$ cat src/hw/rtl/assert_macros.svh
// Assertion macros shared by the LED matrix scan controller RTL.
// No dependencies; include by bare file name.
`ifndef ASSERT_MACROS_SVH
`define ASSERT_MACROS_SVH

// Condition holds at every clock edge out of reset.
`define ASSERT_ALWAYS(label, clk, rst_n, cond) \
	label: assert property (@(posedge clk) disable iff (!rst_n) (cond)) \
		else $error("assertion failed");

// Consequent holds in the same cycle as the antecedent.
`define ASSERT_IMPLY(label, clk, rst_n, ante, cons) \
	label: assert property (@(posedge clk) disable iff (!rst_n) (ante) |-> (cons)) \
		else $error("assertion failed");

// Consequent holds in the cycle after the antecedent.
`define ASSERT_NEXT(label, clk, rst_n, ante, cons) \
	label: assert property (@(posedge clk) disable iff (!rst_n) (ante) |=> (cons)) \
		else $error("assertion failed");

`endif

$ cat src/hw/rtl/lmsc_pkg.sv
// Types and constants for the LED matrix scan controller.
// No dependencies.
package lmsc_pkg;

	localparam int ROWS          = 16;
	localparam int BYTES_PER_ROW = 4;
	localparam int COLS          = (8 * BYTES_PER_ROW < 32) ? 8 * BYTES_PER_ROW : 32;
	localparam int TICKS_PER_ROW = 10;
	localparam logic [3:0] BRIGHTNESS_RESET = 4'd5;

	typedef enum logic [1:0] {
		OP_TICK   = 2'd0,
		OP_SET    = 2'd1,
		OP_CLEAR  = 2'd2,
		OP_TOGGLE = 2'd3
	} op_t;

	typedef struct packed {
		op_t        operation;
		logic [4:0] pixel_x;
		logic [3:0] pixel_y;
	} item_t;

	typedef struct packed {
		logic        display_on;
		logic [3:0]  row_index;
		logic [31:0] row_pixels;
		logic        row_loaded;
	} result_t;

endpackage

$ cat src/hw/rtl/lmsc_skid.sv
// Two-entry result buffer: output register plus skid stage.
// Depends on lmsc_pkg for result_t.
`include "assert_macros.svh"

module lmsc_skid import lmsc_pkg::*; (
	input  logic    clk,
	input  logic    arst_n,
	input  logic    in_valid,
	output logic    in_stall,
	input  result_t in_data,
	output logic    out_valid,
	input  logic    out_stall,
	output result_t out_data
);

	logic    out_valid_q;
	result_t out_data_q;
	logic    skid_valid_q;
	result_t skid_data_q;
	logic    load;

	assign in_stall  = skid_valid_q;
	assign load      = in_valid && !skid_valid_q;
	assign out_valid = out_valid_q;
	assign out_data  = out_data_q;

	always_ff @(posedge clk or negedge arst_n) begin
		if (!arst_n) begin
			out_valid_q  <= 1'b0;
			skid_valid_q <= 1'b0;
		end else if (out_valid_q && out_stall) begin
			if (load) begin
				skid_valid_q <= 1'b1;
			end
		end else if (skid_valid_q) begin
			out_valid_q  <= 1'b1;
			skid_valid_q <= 1'b0;
		end else begin
			out_valid_q <= load;
		end
	end

	always_ff @(posedge clk) begin
		if (out_valid_q && out_stall) begin
			if (load) begin
				skid_data_q <= in_data;
			end
		end else if (skid_valid_q) begin
			out_data_q <= skid_data_q;
		end else if (load) begin
			out_data_q <= in_data;
		end
	end

	`ASSERT_IMPLY(a_skid_behind_out, clk, arst_n, skid_valid_q, out_valid_q)
	`ASSERT_NEXT(a_skid_drains, clk, arst_n, skid_valid_q && !out_stall, !skid_valid_q)
	`ASSERT_NEXT(a_out_held, clk, arst_n, out_valid_q && out_stall, out_valid_q && $stable(out_data_q))

endmodule

$ cat src/hw/rtl/led_matrix_scan_controller.sv
// LED matrix scan controller top level: frame buffer, scan counter, PWM gate.
// Depends on lmsc_pkg and lmsc_skid; assertions from assert_macros.svh.
//
// Usage:
//   item channel (item_valid, item_stall, item): one request per accepted
//     item, either a scan tick or a set/clear/toggle of pixel (x, y).
//   result channel (result_valid, result_stall, result): one result per
//     request with display_on, row_index, row_pixels and row_loaded.
//   cfg channel (cfg_valid, cfg_ready, cfg_data): writes brightness; always
//     ready, write only while no request is in flight.
// Results are registered in lmsc_skid (output register or skid stage). One
//   request is taken every cycle while item_stall is low: the state update
//   is a single pass between the item handshake and the result register.
// Reset clears the 16 x 32 frame buffer, scan counter, row and outputs,
//   and sets brightness to 5. No clearing pass: it is ready at once.
// When the receiver stalls, results park in a two-entry buffer; item_stall
//   rises once both entries are full and falls as soon as one drains.
`include "assert_macros.svh"

module led_matrix_scan_controller import lmsc_pkg::*; (
	input  logic       clk,
	input  logic       arst_n,
	input  logic       item_valid,
	output logic       item_stall,
	input  item_t      item,
	output logic       result_valid,
	input  logic       result_stall,
	output result_t    result,
	input  logic       cfg_valid,
	output logic       cfg_ready,
	input  logic [3:0] cfg_data
);

	logic [31:0] frame_q [ROWS];
	logic [3:0]  tick_q;
	logic [3:0]  row_q;
	logic        enabled_q;
	logic [31:0] latched_q;
	logic [3:0]  brightness_q;

	logic        accept;
	logic [3:0]  tick_inc;
	logic [3:0]  tick_nx;
	logic [3:0]  row_nx;
	logic        enabled_nx;
	logic [31:0] latched_nx;
	logic        loaded;
	logic        wrap;
	logic        pix_ok;
	logic [31:0] mask;
	logic [31:0] word_cur;
	logic [31:0] word_nx;
	logic [3:0]  row_inc;
	result_t     res;

	assign cfg_ready = 1'b1;
	assign accept    = item_valid && !item_stall;

	always_comb begin
		tick_inc   = tick_q + 4'd1;
		row_inc    = (row_q == 4'(ROWS - 1)) ? 4'd0 : row_q + 4'd1;
		tick_nx    = tick_q;
		row_nx     = row_q;
		enabled_nx = enabled_q;
		latched_nx = latched_q;
		loaded     = 1'b0;
		wrap       = 1'b0;
		pix_ok     = (5'(item.pixel_y) < 5'(ROWS)) && (6'(item.pixel_x) < 6'(COLS));
		mask       = 32'h8000_0000 >> item.pixel_x;
		word_cur   = frame_q[item.pixel_y];
		word_nx    = word_cur;
		if (item.operation == OP_TICK) begin
			tick_nx = tick_inc;
			if (tick_inc == brightness_q) begin
				enabled_nx = 1'b0;
			end
			if (tick_inc >= 4'(TICKS_PER_ROW)) begin
				wrap       = 1'b1;
				tick_nx    = 4'd0;
				row_nx     = row_inc;
				latched_nx = frame_q[row_inc];
				enabled_nx = 1'b1;
				loaded     = 1'b1;
			end
		end else begin
			case (item.operation)
				OP_SET:    word_nx = word_cur | mask;
				OP_CLEAR:  word_nx = word_cur & ~mask;
				default:   word_nx = word_cur ^ mask;
			endcase
		end
		res.display_on = enabled_nx;
		res.row_index  = row_nx;
		res.row_pixels = latched_nx;
		res.row_loaded = loaded;
	end

	always_ff @(posedge clk or negedge arst_n) begin
		if (!arst_n) begin
			tick_q       <= 4'd0;
			row_q        <= 4'd0;
			enabled_q    <= 1'b0;
			latched_q    <= 32'd0;
			brightness_q <= BRIGHTNESS_RESET;
			for (int r = 0; r < ROWS; r++) begin
				frame_q[r] <= 32'd0;
			end
		end else begin
			if (cfg_valid && cfg_ready) begin
				brightness_q <= cfg_data;
			end
			if (accept) begin
				tick_q    <= tick_nx;
				row_q     <= row_nx;
				enabled_q <= enabled_nx;
				latched_q <= latched_nx;
				if (item.operation != OP_TICK && pix_ok) begin
					frame_q[item.pixel_y] <= word_nx;
				end
			end
		end
	end

	lmsc_skid u_skid (
		.clk       (clk),
		.arst_n    (arst_n),
		.in_valid  (accept),
		.in_stall  (item_stall),
		.in_data   (res),
		.out_valid (result_valid),
		.out_stall (result_stall),
		.out_data  (result)
	);

	`ASSERT_ALWAYS(a_tick_range, clk, arst_n, tick_q < 4'(TICKS_PER_ROW))
	`ASSERT_ALWAYS(a_row_range, clk, arst_n, 5'(row_q) < 5'(ROWS))
	`ASSERT_NEXT(a_wrap_shows_row, clk, arst_n, accept && wrap,
		enabled_q && tick_q == 4'd0 && latched_q == frame_q[row_q])

endmodule

$ cat config.mk
export PLATFORM = sky130hd
export DESIGN_NAME = led_matrix_scan_controller
export DESIGN_NICKNAME = d
export VERILOG_FILES = /design/src/hw/rtl/lmsc_pkg.sv /design/src/hw/rtl/lmsc_skid.sv /design/src/hw/rtl/led_matrix_scan_controller.sv
export VERILOG_INCLUDE_DIRS = /design/src /design/src/hw/rtl
export SDC_FILE = /design/constraint.sdc
export NUM_CORES = 1
export LEC_CHECK = 0
export ABC_AREA = 1
export BUFFER_PORTS_ARGS = -buffer_cell sky130_fd_sc_hd__buf_2
export CAP_MARGIN = 5
export CELL_PAD_IN_SITES_DETAIL_PLACEMENT = 1
export CELL_PAD_IN_SITES_GLOBAL_PLACEMENT = 2
export CORE_MARGIN = 2
export CORE_UTILIZATION = 40
export DETAILED_ROUTE_END_ITERATION = 12
export PLACE_DENSITY_LB_ADDON = 0.1
export SLEW_MARGIN = 20
export SYNTH_ARGS = -nofsm -noshare
export SYNTH_HDL_FRONTEND = slang
export SYNTH_SLANG_ARGS = --single-unit
$ cat constraint.sdc
create_clock -name clk -period 5 [get_ports clk]
set_input_delay 0.5 -clock clk [delete_from_list [all_inputs] [get_ports clk]]
set_output_delay 0.5 -clock clk [all_outputs]
set_load 0.03 [all_outputs]
==> reports/results.txt <==
run status: complete, no violations
Antenna Nets Post-Route: 0
clk slew on worst S/H paths: 0.06 ns
EDFF count, synth: 76
number of clock sinks: 635
crit path kind: register to register
Die X: 308 um
HPWL after DPL: 94500 um
# setup viols final: 0
VDD IR max: 0.000634 V
DR vias: 37300
CP startpoint: tick_q[0]
postcts setup bufs: 0
crit path launch type: register
Total GRT Usage: 36.6%
nets: 5328
grt total ovfl: 0
largest cells by area after synthesis: dfrtp_1, nand2_1, nand3_1, edfxtp_1, inv_1
synthesized flop and latch total: 635
Core Area: 0.0918 mm^2
CP endpoint: u_skid.out_data[28]
crit path time final: 3.47 ns
post-cts sizing count: 0
Worst R2R Setup Slack: 1.53 ns
worst rel slew slack: 22.6%
switch share: 41.3%
Sum Neg Setup Slack: 0 ns
largest net degree at the start of global routing: 181
Avg WL per Cell: 26.4 um
part of the power in registers: 33.7%
CTS max path bufs: 3
CTS tree: built
RSZ-0062 raised after global routing: no
Slew @ Worst Pin: 1.16 ns
CP endpoint kind: register
# H-tree levels: 3
HP Start: cfg_data[2]
share of the synthesized area in the top cell type: 37.6%
# hold bufs at CTS: 1
post-synth cell types: 36
Hold Path Class: input pin to register
Fin. Hold Viols: 0
Total Die Area: 0.0951 mm^2
most frequent cell after synthesis: nand2_1
initial antenna violation count: 7
Area Overhead vs Synth: 11.8%
Pleak: 21.2 nW
clock skew: 0.0208 ns
# IOs: 61
CTS Root Cell: clkbuf_16
maxcap violations: 0
average size of a mapped cell: 6.92 um^2
FF-to-FF path depth: 11
Pwr Density: 494 mW/mm^2
DRT Wirelength: 173000 um
Critical Path RT: 5.52 ns
combinational power share: 36.3%
clock power share: 30.0%
total iterations of the first detailed-routing run: 5
Net Count, Synth: 5444
Synth top cells by count: nand2_1, dfrtp_1, nand3_1, inv_1, clkbuf_1
Post-synth ARST share: 88.0%
Post-Synthesis Cell Area: 0.0371 mm^2
DR iter-0 viols: 3489
fill cell count: 11600
period utilisation layout: 69.4%
yosys warns: 0
RR Endpoint: u_skid.out_data[28]
chip height: 308 um
Synth Flop Type: dfrtp_1
Post-Synthesis Cells: 5354
R2R Path Start: tick_q[0]
Std-Cell Rows: 111
post-route insts no fill: 6548
GP Congestion: 0.820
clk_lat worst skew: 0.67 ns
Pint: 0.0120 W
number of global-route vias before repair: 37900
# DRC: 0
Crit path arrival time: 3.99 ns
placed cells: 6398
layout cells sized above 1: 7.85%
first-pass GRT wire length: 254000 um
CTS Buf Count: 80
input/output buffers: 59
sequential fraction of the synthesis area: 43.9%
P_sw: 0.00846 W
CP Max Fanout: 20
Finished Core Util: 45.1%
Vias/cell: 5.70
Starting Density: 40.4%
maximum clock frequency: 288 MHz
fin. max-slew vios: 0
Yosys top cell by area: dfrtp_1
cell families (layout without fill, tap and decap cells):
logic type / Yosys count / count (layout) / synth area share [%]
compound gates: 475 / 475 / 7.68
xor+xnor: 3 / 3 / 0.0912
fa+ha+maj: 70 / 70 / 2.36
buf+inv: 811 / 758 / 8.86
flops: 635 / 635 / 43.9
other cells: 1 / 5 / 0.0101
simple gates: 3359 / 3359 / 37.1
placed cells by master (no fill, tap or decap), types with 32 or more instances in the layout:
| master | instances |
|---|---|
| inv_1 | 416 |
| nand4_1 | 41 |
| ha_1 | 67 |
| dfrtp_1 | 556 |
| a21oi_1 | 50 |
| buf_2 | 58 |
| nand2_2 | 32 |
| a22oi_1 | 91 |
| clkbuf_16 | 85 |
| o21ai_0 | 159 |
| o21ai_1 | 96 |
| o211ai_1 | 69 |
| nand3b_1 | 72 |
| nand3_1 | 480 |
| nand2_1 | 2588 |
| edfxtp_1 | 76 |
| nor2_1 | 94 |
| buf_4 | 82 |
worst max-delay path, cell delays in order, from the launching register on:
cell and delay (ns):
dfrtp_1 0.43, ha_1 0.33, inv_1 0.10, nor2_1 0.05
nand2_1 0.35, nand3_2 0.13, buf_4 0.28, nor2_4 0.83
nand3_1 0.17, nand3_1 0.46, nand2_1 0.10, nand2_1 0.08
how the worst min path moves through the flow:
stage                            endpoint  depth (start not counted)
after floorplan           brightness_q[1]                          0
after global placement      latched_q[31]                          2
after detailed placement    latched_q[25]                          2
after CTS                 brightness_q[2]                          3
after global routing      brightness_q[2]                          3
final                     brightness_q[2]                          3
power groups by stage:
stage	clock, W	sequential, W	combinational, W
final	0.00615	0.00690	0.00742
after global placement	0	0.00696	0.00712
after detailed placement	0	0.00697	0.00726
after global routing	0.00641	0.00703	0.00811
after CTS	0.00622	0.00689	0.00731
after floorplan	0	0.00693	0.00449
sequential cells by signal (all words and copies together), names as in the netlist:
| register | flops |
|---|---|
| u_skid.in_stall | 1 |
| u_skid.out_data | 38 |
| brightness_q | 4 |
| frame_q | 512 |
| tick_q | 4 |
| u_skid.skid_data_q | 38 |
| row_q | 4 |
| enabled_q | 1 |
| latched_q | 32 |
| u_skid.out_valid | 1 |
final cells by class:
class                           count  area [um^2]  share of cell area (%)
Antenna cell                        4         10.0                  0.0242
Tap cell                         1243         1560                    3.75
Inverter                          445         1680                    4.06
Multi-Input combinational cell   3908        17700                    42.8
Sequential cell                   635        16300                    39.3
Clock buffer                      107         2310                    5.57
Clock inverter                     38          398                   0.960
Timing Repair Buffer              168         1470                    3.54
metrics by stage:
stage	instance area, um^2	hold WS, ns	total power (W)	setup WS, ns
detailed placement	38700	0.462	0.0142	1.45
floorplan	37100	0.204	0.0114	1.67
finish	41400	0.0500	0.0205	1.53
global route	41400	0.0589	0.0215	1.36
CTS	41400	0.0302	0.0204	1.46
global placement	38700	0.455	0.0141	1.53
metal layers:
layer	vias to the layer above	GRT usage, %	share of wire [%]	routed length (um)
met3	408	6.38	8.7	15000
li1	16600	-	-	-
met1	18700	49.5	42	73500
met5	-	0	0.061	105
met4	14	14.4	4.1	7060
met2	1597	58.4	45	77300
Note: power is estimated with default switching activity, not from simulation.
